$ cat config.mk
export PLATFORM = sky130hd
export DESIGN_NAME = battery_cycle_sequencer_flat
export DESIGN_NICKNAME = d
export VERILOG_FILES = /design/src/bcs_pkg.sv /design/src/bcs_in_if.sv /design/src/bcs_out_if.sv /design/src/battery_cycle_sequencer.sv /design/src/bcs_cfg_regs.sv /design/src/bcs_step.sv /design/src/flat_wrapper.sv
export SDC_FILE = /design/constraint.sdc
export NUM_CORES = 1
export LEC_CHECK = 0
export ABC_AREA = 1
export BUFFER_PORTS_ARGS = -buffer_cell sky130_fd_sc_hd__buf_2
export CORE_MARGIN = 10
export CORE_UTILIZATION = 30
export DETAILED_ROUTE_END_ITERATION = 10
export PLACE_DENSITY = 0.48
export SLEW_MARGIN = 20
export SYNTH_ARGS = -nofsm -noshare
export SYNTH_HDL_FRONTEND = slang
export SYNTH_HIERARCHICAL = 1
export SYNTH_SLANG_ARGS = --single-unit
$ cat constraint.sdc
create_clock -name clk_i -period 4.6 [get_ports clk_i]
set_input_delay 0.92 -clock clk_i [delete_from_list [all_inputs] [get_ports clk_i]]
set_output_delay 0.92 -clock clk_i [all_outputs]
set_load 0.03 [all_outputs]
$ cat src/bcs_pkg.sv
`default_nettype none

package bcs_pkg;

  // Widths of the payload fields and of the configuration port.
  localparam int unsigned CmdW     = 2;
  localparam int unsigned MvW      = 16;
  localparam int unsigned MaW      = 16;
  localparam int unsigned PhaseW   = 3;
  localparam int unsigned CountW   = 16;
  localparam int unsigned SecW     = 32;
  localparam int unsigned DelayW   = 32;
  localparam int unsigned MsW      = 10;
  localparam int unsigned ApbDataW = 32;
  localparam int unsigned ApbAddrW = 5;
  localparam int unsigned RegIdxW  = 3;

  // One second is this many millisecond ticks.
  localparam logic [MsW-1:0] MsPerSecond = 10'd1000;

  // Register reset values.
  localparam logic [MvW-1:0]        DischargeStopMvRst = 16'd3000;
  localparam logic [MvW-1:0]        ChargeFullMvRst    = 16'd4200;
  localparam logic signed [MaW-1:0] ChargeFullMaRst    = 16'sd100;
  localparam logic [DelayW-1:0]     ConfirmDelayMsRst  = 32'd60000;
  localparam logic [CountW-1:0]     CycleTargetRst     = 16'd10;

  typedef enum logic [PhaseW-1:0] {
    PH_IDLE      = 3'd0,
    PH_DISCHARGE = 3'd1,
    PH_CHARGE    = 3'd2,
    PH_FINISHED  = 3'd3,
    PH_ERROR     = 3'd4
  } phase_e;

  typedef enum logic [CmdW-1:0] {
    CMD_TICK  = 2'd0,
    CMD_START = 2'd1,
    CMD_STOP  = 2'd2,
    CMD_FAULT = 2'd3
  } cmd_e;

  typedef enum logic [RegIdxW-1:0] {
    REG_DISCHARGE_STOP_MV = 3'd0,
    REG_CHARGE_FULL_MV    = 3'd1,
    REG_CHARGE_FULL_MA    = 3'd2,
    REG_CONFIRM_DELAY_MS  = 3'd3,
    REG_CYCLE_TARGET      = 3'd4
  } reg_idx_e;

  typedef struct packed {
    logic [MvW-1:0]        discharge_stop_mv;
    logic [MvW-1:0]        charge_full_mv;
    logic signed [MaW-1:0] charge_full_ma;
    logic [DelayW-1:0]     confirm_delay_ms;
    logic [CountW-1:0]     cycle_target;
  } cfg_t;

  typedef struct packed {
    logic [CmdW-1:0]       command;
    logic [MvW-1:0]        voltage_mv;
    logic signed [MaW-1:0] current_ma;
  } item_t;

  typedef struct packed {
    logic [PhaseW-1:0] phase;
    logic              is_running;
    logic              charge_relay;
    logic              regulate_enable;
    logic              regulator_reset;
    logic [CountW-1:0] cycles_done;
    logic [SecW-1:0]   run_seconds;
  } result_t;

endpackage

`default_nettype wire

$ cat src/bcs_in_if.sv
`default_nettype none

interface bcs_in_if;
  logic                                valid;
  logic                                ready;
  logic [bcs_pkg::CmdW-1:0]            command;
  logic [bcs_pkg::MvW-1:0]             voltage_mv;
  logic signed [bcs_pkg::MaW-1:0]      current_ma;

  modport source (output valid, command, voltage_mv, current_ma, input ready);
  modport sink   (input valid, command, voltage_mv, current_ma, output ready);
endinterface

`default_nettype wire

$ cat src/bcs_out_if.sv
`default_nettype none

interface bcs_out_if;
  logic                           valid;
  logic                           ready;
  logic [bcs_pkg::PhaseW-1:0]     phase;
  logic                           is_running;
  logic                           charge_relay;
  logic                           regulate_enable;
  logic                           regulator_reset;
  logic [bcs_pkg::CountW-1:0]     cycles_done;
  logic [bcs_pkg::SecW-1:0]       run_seconds;

  modport source (output valid, phase, is_running, charge_relay, regulate_enable,
                  regulator_reset, cycles_done, run_seconds, input ready);
  modport sink   (input valid, phase, is_running, charge_relay, regulate_enable,
                  regulator_reset, cycles_done, run_seconds, output ready);
endinterface

`default_nettype wire

$ cat src/battery_cycle_sequencer.sv
// Path: each input item passes through the input register, then the result
// register; its result can be taken once it is valid, or later while the output
// stalls.
// Throughput: one item per cycle while the output is not stalled; the state update is the loop.
// Reset (rst_ni low, asynchronous): phase idle, counters cleared, relay on the
// discharge path, registers at their default values, no result pending.
`default_nettype none

module battery_cycle_sequencer (
  input  wire logic                           clk_i,
  input  wire logic                           rst_ni,
  bcs_in_if.sink                              in_if,
  bcs_out_if.source                           out_if,
  input  wire logic                           psel,
  input  wire logic                           penable,
  input  wire logic                           pwrite,
  input  wire logic [bcs_pkg::ApbAddrW-1:0]   paddr,
  input  wire logic [bcs_pkg::ApbDataW-1:0]   pwdata,
  output logic      [bcs_pkg::ApbDataW-1:0]   prdata,
  output logic                                pready
);

  bcs_pkg::cfg_t     cfg;
  bcs_pkg::item_t    item_q;
  bcs_pkg::result_t  res_d, res_q;
  logic              in_valid_q;
  logic              out_valid_q;
  logic              advance;

  // An item advances when the result register is empty or being drained.
  assign advance     = in_valid_q && (!out_valid_q || out_if.ready);
  assign in_if.ready = !in_valid_q || advance;

  bcs_cfg_regs u_cfg (
    .clk_i   (clk_i),
    .rst_ni  (rst_ni),
    .psel    (psel),
    .penable (penable),
    .pwrite  (pwrite),
    .paddr   (paddr),
    .pwdata  (pwdata),
    .prdata  (prdata),
    .pready  (pready),
    .cfg_o   (cfg)
  );

  bcs_step u_step (
    .clk_i     (clk_i),
    .rst_ni    (rst_ni),
    .advance_i (advance),
    .cfg_i     (cfg),
    .item_i    (item_q),
    .result_o  (res_d)
  );

  // Input register valid flag.
  always_ff @(posedge clk_i or negedge rst_ni) begin
    if (!rst_ni) begin
      in_valid_q <= 1'b0;
    end else if (in_if.ready) begin
      in_valid_q <= in_if.valid;
    end
  end

  // Input register payload.
  always_ff @(posedge clk_i) begin
    if (in_if.valid && in_if.ready) begin
      item_q.command    <= in_if.command;
      item_q.voltage_mv <= in_if.voltage_mv;
      item_q.current_ma <= in_if.current_ma;
    end
  end

  // Result register valid flag.
  always_ff @(posedge clk_i or negedge rst_ni) begin
    if (!rst_ni) begin
      out_valid_q <= 1'b0;
    end else if (advance) begin
      out_valid_q <= 1'b1;
    end else if (out_if.ready) begin
      out_valid_q <= 1'b0;
    end
  end

  // Result register payload.
  always_ff @(posedge clk_i) begin
    if (advance) begin
      res_q <= res_d;
    end
  end

  assign out_if.valid           = out_valid_q;
  assign out_if.phase           = res_q.phase;
  assign out_if.is_running      = res_q.is_running;
  assign out_if.charge_relay    = res_q.charge_relay;
  assign out_if.regulate_enable = res_q.regulate_enable;
  assign out_if.regulator_reset = res_q.regulator_reset;
  assign out_if.cycles_done     = res_q.cycles_done;
  assign out_if.run_seconds     = res_q.run_seconds;

endmodule

`default_nettype wire

$ cat src/bcs_cfg_regs.sv
`default_nettype none

module bcs_cfg_regs (
  input  wire logic                           clk_i,
  input  wire logic                           rst_ni,
  input  wire logic                           psel,
  input  wire logic                           penable,
  input  wire logic                           pwrite,
  input  wire logic [bcs_pkg::ApbAddrW-1:0]   paddr,
  input  wire logic [bcs_pkg::ApbDataW-1:0]   pwdata,
  output logic      [bcs_pkg::ApbDataW-1:0]   prdata,
  output logic                                pready,
  output bcs_pkg::cfg_t                       cfg_o
);

  bcs_pkg::cfg_t            cfg_q;
  bcs_pkg::reg_idx_e        reg_idx;
  logic                     wr_en;

  // Registers sit on word addresses; the low two address bits are ignored.
  assign reg_idx = bcs_pkg::reg_idx_e'(paddr[bcs_pkg::ApbAddrW-1:2]);
  assign wr_en   = psel && penable && pwrite;
  assign pready  = 1'b1;

  // Register file, written in the access phase of a write transaction.
  always_ff @(posedge clk_i or negedge rst_ni) begin
    if (!rst_ni) begin
      cfg_q.discharge_stop_mv <= bcs_pkg::DischargeStopMvRst;
      cfg_q.charge_full_mv    <= bcs_pkg::ChargeFullMvRst;
      cfg_q.charge_full_ma    <= bcs_pkg::ChargeFullMaRst;
      cfg_q.confirm_delay_ms  <= bcs_pkg::ConfirmDelayMsRst;
      cfg_q.cycle_target      <= bcs_pkg::CycleTargetRst;
    end else if (wr_en) begin
      unique case (reg_idx)
        bcs_pkg::REG_DISCHARGE_STOP_MV: cfg_q.discharge_stop_mv <= pwdata[15:0];
        bcs_pkg::REG_CHARGE_FULL_MV:    cfg_q.charge_full_mv    <= pwdata[15:0];
        bcs_pkg::REG_CHARGE_FULL_MA:    cfg_q.charge_full_ma    <= $signed(pwdata[15:0]);
        bcs_pkg::REG_CONFIRM_DELAY_MS:  cfg_q.confirm_delay_ms  <= pwdata;
        bcs_pkg::REG_CYCLE_TARGET:      cfg_q.cycle_target      <= pwdata[15:0];
        default: ;
      endcase
    end
  end

  // Read data mux; unused addresses read as zero.
  always_comb begin
    unique case (reg_idx)
      bcs_pkg::REG_DISCHARGE_STOP_MV: prdata = {16'd0, cfg_q.discharge_stop_mv};
      bcs_pkg::REG_CHARGE_FULL_MV:    prdata = {16'd0, cfg_q.charge_full_mv};
      bcs_pkg::REG_CHARGE_FULL_MA:    prdata = {{16{cfg_q.charge_full_ma[15]}},
                                                cfg_q.charge_full_ma};
      bcs_pkg::REG_CONFIRM_DELAY_MS:  prdata = cfg_q.confirm_delay_ms;
      bcs_pkg::REG_CYCLE_TARGET:      prdata = {16'd0, cfg_q.cycle_target};
      default:                        prdata = '0;
    endcase
  end

  assign cfg_o = cfg_q;

endmodule

`default_nettype wire

$ cat src/bcs_step.sv
`default_nettype none

module bcs_step (
  input  wire logic              clk_i,
  input  wire logic              rst_ni,
  input  wire logic              advance_i,
  input  wire bcs_pkg::cfg_t     cfg_i,
  input  wire bcs_pkg::item_t    item_i,
  output bcs_pkg::result_t       result_o
);

  bcs_pkg::phase_e                phase_q, phase_d;
  logic                           running_q, running_d;
  logic                           relay_q, relay_d;
  logic [bcs_pkg::MsW-1:0]        ms_q, ms_d;
  logic [bcs_pkg::SecW-1:0]       sec_q, sec_d;
  logic                           full_act_q, full_act_d;
  logic [bcs_pkg::DelayW-1:0]     full_cnt_q, full_cnt_d;
  logic [bcs_pkg::CountW-1:0]     cycle_q, cycle_d;
  logic                           reg_en, reg_rst;
  logic                           full_met;
  logic [bcs_pkg::MsW-1:0]        ms_inc;
  bcs_pkg::cmd_e                  cmd;

  assign cmd      = bcs_pkg::cmd_e'(item_i.command);
  assign full_met = (item_i.voltage_mv >= cfg_i.charge_full_mv) &&
                    (item_i.current_ma <= cfg_i.charge_full_ma);
  assign ms_inc   = ms_q + 1'b1;

  // Next state and per-item outputs for the item in the input register.
  always_comb begin
    phase_d    = phase_q;
    running_d  = running_q;
    relay_d    = relay_q;
    ms_d       = ms_q;
    sec_d      = sec_q;
    full_act_d = full_act_q;
    full_cnt_d = full_cnt_q;
    cycle_d    = cycle_q;
    reg_en     = 1'b0;
    reg_rst    = 1'b0;

    unique case (cmd) inside
      bcs_pkg::CMD_START: begin
        reg_rst    = 1'b1;
        relay_d    = 1'b0;
        cycle_d    = '0;
        sec_d      = '0;
        ms_d       = '0;
        full_act_d = 1'b0;
        full_cnt_d = '0;
        phase_d    = bcs_pkg::PH_DISCHARGE;
        running_d  = 1'b1;
      end
      bcs_pkg::CMD_STOP, bcs_pkg::CMD_FAULT: begin
        reg_rst    = 1'b1;
        running_d  = 1'b0;
        full_act_d = 1'b0;
        full_cnt_d = '0;
        phase_d    = (cmd == bcs_pkg::CMD_STOP) ? bcs_pkg::PH_IDLE : bcs_pkg::PH_ERROR;
      end
      default: begin
        // Elapsed time advances only during a run.
        if (running_q) begin
          if (ms_inc >= bcs_pkg::MsPerSecond) begin
            ms_d = '0;
            if (sec_q != '1) begin
              sec_d = sec_q + 1'b1;
            end
          end else begin
            ms_d = ms_inc;
          end
        end

        unique case (phase_q)
          bcs_pkg::PH_DISCHARGE: begin
            reg_en = 1'b1;
            if (item_i.voltage_mv <= cfg_i.discharge_stop_mv) begin
              reg_rst    = 1'b1;
              relay_d    = 1'b1;
              full_act_d = 1'b0;
              full_cnt_d = '0;
              phase_d    = bcs_pkg::PH_CHARGE;
            end
          end
          bcs_pkg::PH_CHARGE: begin
            if (full_met) begin
              if (!full_act_q) begin
                full_act_d = 1'b1;
                full_cnt_d = '0;
              end else if (full_cnt_q != '1) begin
                full_cnt_d = full_cnt_q + 1'b1;
              end
              // The full condition has held long enough: the cycle is complete.
              if (full_cnt_d >= cfg_i.confirm_delay_ms) begin
                if (cycle_q != '1) begin
                  cycle_d = cycle_q + 1'b1;
                end
                if (cycle_d >= cfg_i.cycle_target) begin
                  phase_d = bcs_pkg::PH_FINISHED;
                end else begin
                  reg_rst    = 1'b1;
                  relay_d    = 1'b0;
                  full_act_d = 1'b0;
                  full_cnt_d = '0;
                  phase_d    = bcs_pkg::PH_DISCHARGE;
                end
              end
            end else begin
              full_act_d = 1'b0;
              full_cnt_d = '0;
            end
          end
          bcs_pkg::PH_FINISHED: begin
            if (running_q) begin
              running_d  = 1'b0;
              reg_rst    = 1'b1;
              full_act_d = 1'b0;
              full_cnt_d = '0;
            end
          end
          default: ;
        endcase
      end
    endcase
  end

  // Sequencer state, updated when an item moves into the result register.
  always_ff @(posedge clk_i or negedge rst_ni) begin
    if (!rst_ni) begin
      phase_q    <= bcs_pkg::PH_IDLE;
      running_q  <= 1'b0;
      relay_q    <= 1'b0;
      ms_q       <= '0;
      sec_q      <= '0;
      full_act_q <= 1'b0;
      full_cnt_q <= '0;
      cycle_q    <= '0;
    end else if (advance_i) begin
      phase_q    <= phase_d;
      running_q  <= running_d;
      relay_q    <= relay_d;
      ms_q       <= ms_d;
      sec_q      <= sec_d;
      full_act_q <= full_act_d;
      full_cnt_q <= full_cnt_d;
      cycle_q    <= cycle_d;
    end
  end

  // The result reports the state after the item.
  always_comb begin
    result_o.phase           = phase_d;
    result_o.is_running      = running_d;
    result_o.charge_relay    = relay_d;
    result_o.regulate_enable = reg_en;
    result_o.regulator_reset = reg_rst;
    result_o.cycles_done     = cycle_d;
    result_o.run_seconds     = sec_d;
  end

endmodule

`default_nettype wire
$ cat src/flat_wrapper.sv
// flat-port wrapper written by rule: the top's interface ports become plain ports
module battery_cycle_sequencer_flat 
  (clk_i, rst_ni, psel, penable, pwrite, paddr, pwdata, prdata, pready, in_if_valid, in_if_command, in_if_voltage_mv, in_if_current_ma, in_if_ready, out_if_valid, out_if_phase, out_if_is_running, out_if_charge_relay, out_if_regulate_enable, out_if_regulator_reset, out_if_cycles_done, out_if_run_seconds, out_if_ready);
  bcs_in_if in_if_i ();
  bcs_out_if out_if_i ();
  input  wire logic clk_i;
  input  wire logic rst_ni;
  input  wire logic psel;
  input  wire logic penable;
  input  wire logic pwrite;
  input  wire logic [bcs_pkg::ApbAddrW-1:0] paddr;
  input  wire logic [bcs_pkg::ApbDataW-1:0] pwdata;
  output logic      [bcs_pkg::ApbDataW-1:0] prdata;
  output logic pready;
  input wire logic [$bits(in_if_i.valid)-1:0] in_if_valid;
  input wire logic [$bits(in_if_i.command)-1:0] in_if_command;
  input wire logic [$bits(in_if_i.voltage_mv)-1:0] in_if_voltage_mv;
  input wire logic [$bits(in_if_i.current_ma)-1:0] in_if_current_ma;
  output wire logic [$bits(in_if_i.ready)-1:0] in_if_ready;
  output wire logic [$bits(out_if_i.valid)-1:0] out_if_valid;
  output wire logic [$bits(out_if_i.phase)-1:0] out_if_phase;
  output wire logic [$bits(out_if_i.is_running)-1:0] out_if_is_running;
  output wire logic [$bits(out_if_i.charge_relay)-1:0] out_if_charge_relay;
  output wire logic [$bits(out_if_i.regulate_enable)-1:0] out_if_regulate_enable;
  output wire logic [$bits(out_if_i.regulator_reset)-1:0] out_if_regulator_reset;
  output wire logic [$bits(out_if_i.cycles_done)-1:0] out_if_cycles_done;
  output wire logic [$bits(out_if_i.run_seconds)-1:0] out_if_run_seconds;
  input wire logic [$bits(out_if_i.ready)-1:0] out_if_ready;
  assign in_if_i.valid = in_if_valid;
  assign in_if_i.command = in_if_command;
  assign in_if_i.voltage_mv = in_if_voltage_mv;
  assign in_if_i.current_ma = in_if_current_ma;
  assign in_if_ready = in_if_i.ready;
  assign out_if_valid = out_if_i.valid;
  assign out_if_phase = out_if_i.phase;
  assign out_if_is_running = out_if_i.is_running;
  assign out_if_charge_relay = out_if_i.charge_relay;
  assign out_if_regulate_enable = out_if_i.regulate_enable;
  assign out_if_regulator_reset = out_if_i.regulator_reset;
  assign out_if_cycles_done = out_if_i.cycles_done;
  assign out_if_run_seconds = out_if_i.run_seconds;
  assign out_if_i.ready = out_if_ready;
  battery_cycle_sequencer u_core (.clk_i(clk_i), .rst_ni(rst_ni), .in_if(in_if_i), .out_if(out_if_i), .psel(psel), .penable(penable), .pwrite(pwrite), .paddr(paddr), .pwdata(pwdata), .prdata(prdata), .pready(pready));
endmodule
==> reports/metrics.cfg, run 1 <==
[logic_synthesis]
synth.most_common_cell=nand2_1
synthFlopType=dfrtp_1
ys_seq_area_share_pct=43.62
yosys.area.top_type_share_pct=24.70
synth_area_leaders=dfrtp_1, edfxtp_1, nand2_1
yosys_warnings=6
synth_enable_flop_cells=89
synth_nets=2387
synth_area_um2=17320
ys_types=58
ys_ff_latch=283
synth_cells=2208
async_flop_share_pct=68.55
yosys.area.top_type=dfrtp_1
yosys-top-cells-count=nand2_1, inv_1, o21ai_0
synth.avg_cell_area_um2=7.846

[run]
cap_violations=0

[timing]
post-route-min-period_ns=4.162
hold_viol=0
finalSetupViolCount=0
finClkSkew_ns=0.02688
setup_tns_ns=0
maxClockFrequency_mhz=240.3
drv_slew=0
worst_pin_slew_ns=0.8466
slew_headroom_pct=43.50
period_share_pct=90.48
rsz0062_at_grt=false

[floorplan]
io_pins=168
core_area_um2=57480
dieHeight_um=260.3
fp.dieW_um=260.3
row_count=88
start_util_pct=30.14
die_area_um2=67750

[final_layout]
area_delta_synth_final_pct=15.98
fillers=6165
stdcell_count=3146
final_util_pct=34.96
n_antenna_cell=0
drive_gt1_share_pct=14.20
nets=2531

[power_and_ir_drop]
power_frac_clock_pct=38.8
p_seq_share_pct=43.6
p_sw_share_pct=31.10
p_int_mw=4.874
p_leak_nw=9.781
vdd_drop_max_mv=0.2695
switching_power_mw=2.200
combPwrFrac_pct=17.6
totalPowerFinal_mw=7.075
power_density_nw_per_um2=352.1

[cts]
insertion_delay_ns=0.56
tritoncts=yes
cts_buffer_depth=3
cts_sinks=283
clk_pin_slew_ns=0.05
cts_buffers=37
postCtsSetupBuffers=0
cts_max_level=2
cts_root_buf=clkbuf_16

[critical_path]
required_ns=4.83
cp-start-kind=register
cp_max_fo=22
crit_path_end_kind=register
rrSetupSlack_ns=0.44
rr_endpoint=u_core/out_if.cycles_done[15]
r2r_start=u_core/u_step/full_cnt_q[0]
rr_worst_depth=23
arrival_ns=4.39
crit_type=reg2reg

[global_routing]
grt_pass1_vias=15040
antenna_found_initial=0
grt_overflow_total=0
grt_pass1_wl_mm=85.08
grt_util_all_layers_pct=15.80
grt_max_degree=80

[worst_hold_path]
hold_path_class=in2async

[run_status]
status=completed

[route]
vias=15170
wirelength_mm=53.80
vias_per_cell=4.822
final_antenna_net_count=0
drc=0
drt_pass1_iterations=5
wl_per_cell_um=17.10
drtIter0Drc=975

[place]
gp_congestion=0.8718
dp.cells=3078
hpwlAfterDp_mm=40.59
port_buffers=164

[through the flow]
step / instance area [µm²] / hold WS (ns) / worst slack, ns
after floorplan: 17330 / 0.4602 / 0.3521
after global placement: 18960 / 0.4808 / 0.3734
after detailed placement: 18960 / 0.4844 / 0.3153
after CTS: 20090 / 0.4068 / 0.2963
after global routing: 20090 / 0.4800 / 0.008019
final: 20090 / 0.4260 / 0.4377
[worst max path at each step]
| stage | startpoint | to | depth (start not counted) |
|---|---|---|---|
| 3_3_place_gp | u_core/u_step/full_cnt_q[0] | u_core/out_if.cycles_done[15] | 23 |
| 2_1_floorplan | out_if_ready | u_core/u_step/ms_q[1] | 8 |
| 6_report | u_core/u_step/full_cnt_q[0] | u_core/out_if.cycles_done[15] | 23 |
| 5_1_grt | u_core/u_step/full_cnt_q[1] | u_core/out_if.cycles_done[1] | 21 |
| 3_5_place_dp | u_core/u_step/full_cnt_q[1] | u_core/out_if.charge_relay | 23 |
| 4_1_cts | u_core/u_step/full_cnt_q[0] | u_core/out_if.charge_relay | 22 |
[power by group through the flow]
stage	sequential, mW	combinational [mW]	clock, mW
final	3.09	1.25	2.74
after global routing	3.12	1.44	2.96
after CTS	3.09	1.27	2.84
after detailed placement	3.14	1.26	0
after global placement	3.13	1.23	0
after floorplan	3.12	0.808	0
[critical path, stage by stage, from the launching register on]
cell     delay [ns]
dfrtp_1        0.42
ha_1           0.28
nand3_1        0.12
inv_1          0.09
nand2_1        0.14
nor3_1         0.08
nand4_1        0.11
inv_1          0.09
buf_12         0.15
o21ai_0        0.37
inv_1          0.12
ha_1           0.31
nand2_1        0.05
nor2_1         0.13
nand4_1        0.11
nor2_2         0.16
nand4_1        0.11
nand3_1        0.18
nand3_1        0.09
nor2_1         0.19
buf_12         0.19
nand2_1        0.06
nand3_1        0.09
o21ai_0        0.17
[registers in the layout, indices dropped and copies added, names as in the netlist, 3 cells and up]
signal and count:
u_core/u_step/ms_q 10, u_core/out_if.cycles_done 16, u_core/out_if.phase 3, u_core/u_step/full_cnt_q 32, u_core/u_cfg/cfg_o 96, u_core/u_step/phase_q 3, u_core/out_if.run_seconds 32, u_core/u_step/sec_q 32
u_core/item_q 34, u_core/u_step/cycle_q 16
[placed cells by master, fill, tap and decap left out, drive strengths merged, types with 2 or more instances in the layout]
master / n
a21boi: 3
a21o: 5
a21oi: 62
a31oi: 9
and2: 2
and3: 13
buf: 189
clkbuf: 57
clkinv: 8
dfrtp: 171
dfstp: 23
edfxtp: 89
ha: 101
inv: 335
nand2: 591
nand3: 128
nand3b: 2
nand4: 80
nor2: 137
nor3: 44
nor4: 18
o211ai: 3
o21a: 7
o21ai: 234
o21bai: 5
o22ai: 10
or2: 6
xnor2: 10
xor2: 31
[per-layer routing]
metal,wire (µm),track usage (%),vias to the layer above,part of all wire (%)
li1,-,-,7555,-
met1,24180,20.53,7207,45
met2,25400,26.19,327,47
met3,2557,2.637,81,4.8
met4,1664,5.458,0,3.1
met5,0,0,-,0
[layout make-up]
cell class	instances	area (µm²)	share of cell area, %
Sequential cell	283	7556	37.61
Inverter	332	1249	6.215
Tap cell	765	957.2	4.764
Clock buffer	56	1017	5.063
Clock inverter	12	112.6	0.5605
Timing Repair Buffer	190	1087	5.412
Multi-Input combinational cell	1508	8112	40.37
[kinds of logic after synthesis]
logic type / share of synthesized area, %
buffers and inverters: 9.650
AOI/OAI and AO/OA: 10.84
xor gates and xnor gates: 2.073
adders and majority gates: 7.295
other: 0.02165
and+or+nand+nor: 26.44
muxes: 0.05778
DFF: 43.62
[repair_timing]
action / 4_1_cts / 5_1_grt
gates resized for setup: 0 / 2
endpoints found under the setup margin: 0 / 14
hold buffers: 0 / 0
Power figures use the tool's default switching activity.
==> run 2: changes to the inputs <==
--- a/config.mk
+++ b/config.mk
@@ -5,12 +5,11 @@
 export SDC_FILE = /design/constraint.sdc
 export NUM_CORES = 1
 export LEC_CHECK = 0
-export ABC_AREA = 1
 export BUFFER_PORTS_ARGS = -buffer_cell sky130_fd_sc_hd__buf_2
 export CORE_MARGIN = 10
-export CORE_UTILIZATION = 30
+export CORE_UTILIZATION = 48
 export DETAILED_ROUTE_END_ITERATION = 10
-export PLACE_DENSITY = 0.48
+export PLACE_DENSITY = 0.7
 export SLEW_MARGIN = 20
 export SYNTH_ARGS = -nofsm -noshare
 export SYNTH_HDL_FRONTEND = slang
==> reports/metrics.cfg, run 2 <==
[logic_synthesis]
async_flop_share_pct=68.55  ; unchanged
yosys-top-cells-count=dfrtp_1, nand2_1, inv_1
synth_nets=1814  ; -24%
synth_cells=1635  ; -26%
yosys.area.top_type_share_pct=25.65  ; +0.94 points
yosys.area.top_type=dfrtp_1
synthFlopType=dfrtp_1
synth_area_um2=16680  ; -3.7%
ys_types=86  ; +48%
yosys_warnings=6  ; unchanged
synth.avg_cell_area_um2=10.20  ; +30%
synth.most_common_cell=dfrtp_1
synth_enable_flop_cells=89  ; unchanged
ys_ff_latch=283  ; unchanged
ys_seq_area_share_pct=45.29  ; +1.7 points
synth_area_leaders=dfrtp_1, edfxtp_1, ha_1

[critical_path]
cp-start-kind=register
crit_path_cell_trace=ha_1 > nand3_1 > nor3_1 > buf_4 > and3_2 > nor2_1 > and3_1 > xnor2_2 > nor2_1 > ha_1 > a21o_1 > nand3_1 > a21oi_1 > a2111oi_1 > buf_4 > o31ai_4 > nand2_1 > buf_12 > or2_2 > o311ai_0 > buf_4
cp_max_fo=29  ; +32%
arrival_ns=4.78  ; +0.39 ns
cpPeakStageDelay_ns=0.41  ; about the same
path_buf_inv=4  ; -1
crit_type=reg2reg
rrSetupSlack_ns=0.22  ; -0.21 ns
crit_path_frequent_cell=buf_4
required_ns=5.00  ; +0.17 ns
slowest_stage=dfrtp_1
crit_path_end_kind=register
crit_family=simple AND/OR/NAND/NOR gates

[place]
gp_congestion=0.9205  ; +5.6%
port_buffers=164  ; unchanged
dp_slack_ns=-0.07441  ; -0.3897 ns
hpwlAfterDp_mm=30.60  ; -25%
placed_area_um2=18070  ; -4.7%

[timing]
finalSetupViolCount=0  ; unchanged
post-route-min-period_ns=4.376  ; +0.2137 ns
period_share_pct=95.13  ; +4.6 points
worst_pin_slew_ns=1.032  ; +0.1854 ns
finClkSkew_ns=0.02766  ; +0.0007835 ns
maxClockFrequency_mhz=228.5  ; -4.9%
rsz0062_at_grt=true
slew_headroom_pct=31.13  ; -12 points
worst_slack_ns=0.2240  ; -0.2137 ns
hold_ws_ns=0.3657  ; -0.06036 ns
hold_viol=0  ; unchanged
drv_slew=0  ; unchanged

[cts]
clk_pin_slew_ns=0.06  ; about the same
cts_root_buf=clkbuf_16
cts_max_level=2  ; unchanged
cts_hold_buf=0  ; unchanged
insertion_delay_ns=0.52  ; -0.04 ns
cts_buffers=34  ; -8.1%
cts_sinks=283  ; unchanged
cts_buffer_depth=3  ; unchanged
tritoncts=yes

[floorplan]
dieHeight_um=206.4  ; -21%
fp.dieW_um=206.4  ; -21%
io_pins=168  ; unchanged
die_area_um2=42620  ; -37%
row_count=68  ; -23%
start_util_pct=48.42  ; +18 points
core_area_um2=34460  ; -40%

[final_layout]
n_antenna_cell=0  ; unchanged
nets=1980  ; -22%
layout_common_cells=dfrtp_1, buf_2, nand2_1
area_delta_synth_final_pct=15.48
final_util_pct=55.92  ; +21 points
fin_area_um2=19270  ; -4.1%
final_common_cell=dfrtp_1
drive_gt1_share_pct=24.64  ; +10 points
largest_register_ffs=96  ; unchanged

[power_and_ir_drop]
totalPowerFinal_mw=7.268  ; +2.7%
power_density_nw_per_um2=377.2  ; +7.1%
p_leak_nw=8.816  ; -9.9%
vdd_drop_max_mv=0.2790  ; +3.5%

[route]
wirelength_mm=42.72  ; -21%
vias=13370  ; -12%
final_antenna_net_count=0  ; unchanged
drtIter0Drc=1074  ; +10%
drt_pass1_iterations=7  ; +2
vias_per_cell=5.862  ; +22%
wl_per_cell_um=18.73  ; +9.5%
drc=0  ; unchanged

[run]
cap_violations=0  ; unchanged

[global_routing]
grt_max_degree=122  ; +53%
grt_overflow_total=0  ; unchanged
grt_pass1_wl_mm=69.13  ; -19%
grt_util_all_layers_pct=19.90  ; +4.1 points
antenna_found_initial=1  ; +1
grt_pass1_vias=13180  ; -12%

[run_status]
status=completed

[worst_hold_path]
hold_path_class=in2async

-- run 2: power by group --
group | total [mW] | switching (mW) | internal, mW | leakage, nW
Combinational | 1.46 | 0.861 | 0.600 | 4.92
Clock | 2.64 | 1.07 | 1.57 | 0.554
Sequential | 3.17 | 0.261 | 2.91 | 3.35
-- run 2: area by class of cell --
class	instances	area, µm²
inverter	124	465.4
clock inverter	16	111.4
sequential	283	7557
multi-input combinational	1147	8351
tap	455	569.3
timing repair buffer	211	1227
fill	2971	15190
clock buffer	45	985.9
-- run 2: path summary, 6_finish.rpt --
| check | to | from | cells past startpoint |
|---|---|---|---|
| worst max-delay path | u_core/out_if.cycles_done[0] | u_core/u_step/full_cnt_q[0] | 21 |
| worst min register to register | u_core/u_step/full_cnt_q[27] | u_core/u_step/full_cnt_q[27] | 2 |
| max in group asynchronous | u_core/u_cfg/cfg_o[83] | rst_ni | 3 |
| min in group clk_i | u_core/u_step/full_cnt_q[27] | u_core/u_step/full_cnt_q[27] | 2 |
| worst max register to register | u_core/out_if.cycles_done[0] | u_core/u_step/full_cnt_q[0] | 21 |
| worst min-delay path | u_core/u_cfg/cfg_o[47] | rst_ni | 1 |
-- run 2: cells by family (layout without fill, tap and decap cells) --
kind of cell,after synthesis,after routing,synth area share (%)
and+or+nand+nor,499,499,15.80
AOI/OAI and AO/OA,375,375,15.15
DFF,283,283,45.29
buffers and inverters,205,396,5.182
muxes,124,124,8.519
adders and majority gates,101,101,7.574
xor gates and xnor gates,47,47,2.467
other,1,1,0.02248
-- run 2: worst register-to-register path, stage by stage, from the launching register on --
cell       delay [ns]
dfrtp_1          0.41
ha_1             0.26
nand3_1          0.10
nor3_1           0.19
buf_4            0.18
and3_2           0.23
nor2_1           0.11
and3_1           0.22
xnor2_2          0.18
nor2_1           0.07
ha_1             0.29
a21o_1           0.11
nand3_1          0.07
a21oi_1          0.17
a2111oi_1        0.08
buf_4            0.16
o31ai_4          0.30
nand2_1          0.14
buf_12           0.20
or2_2            0.33
o311ai_0         0.30
buf_4            0.17
-- run 2: metal layers --
layer	share of wire [%]	track usage, %
met2	48	32.87
met3	6.7	3.918
met4	2.7	6.724
met1	43	25.59
met5	0.016	0
-- run 2: repair_timing --
action	CTS	global route
endpoints found under the setup margin	1	45
buffers inserted	0	1
pin swaps	0	2
gates resized for setup	1	13
-- run 2: through the flow --
step	cells	setup TNS, ns
5_1_grt	2281	-0.1550
4_1_cts	2279	0
2_1_floorplan	1635	0
3_5_place_dp	2218	-0.07441
6_report	2281	0
3_3_place_gp	2218	0
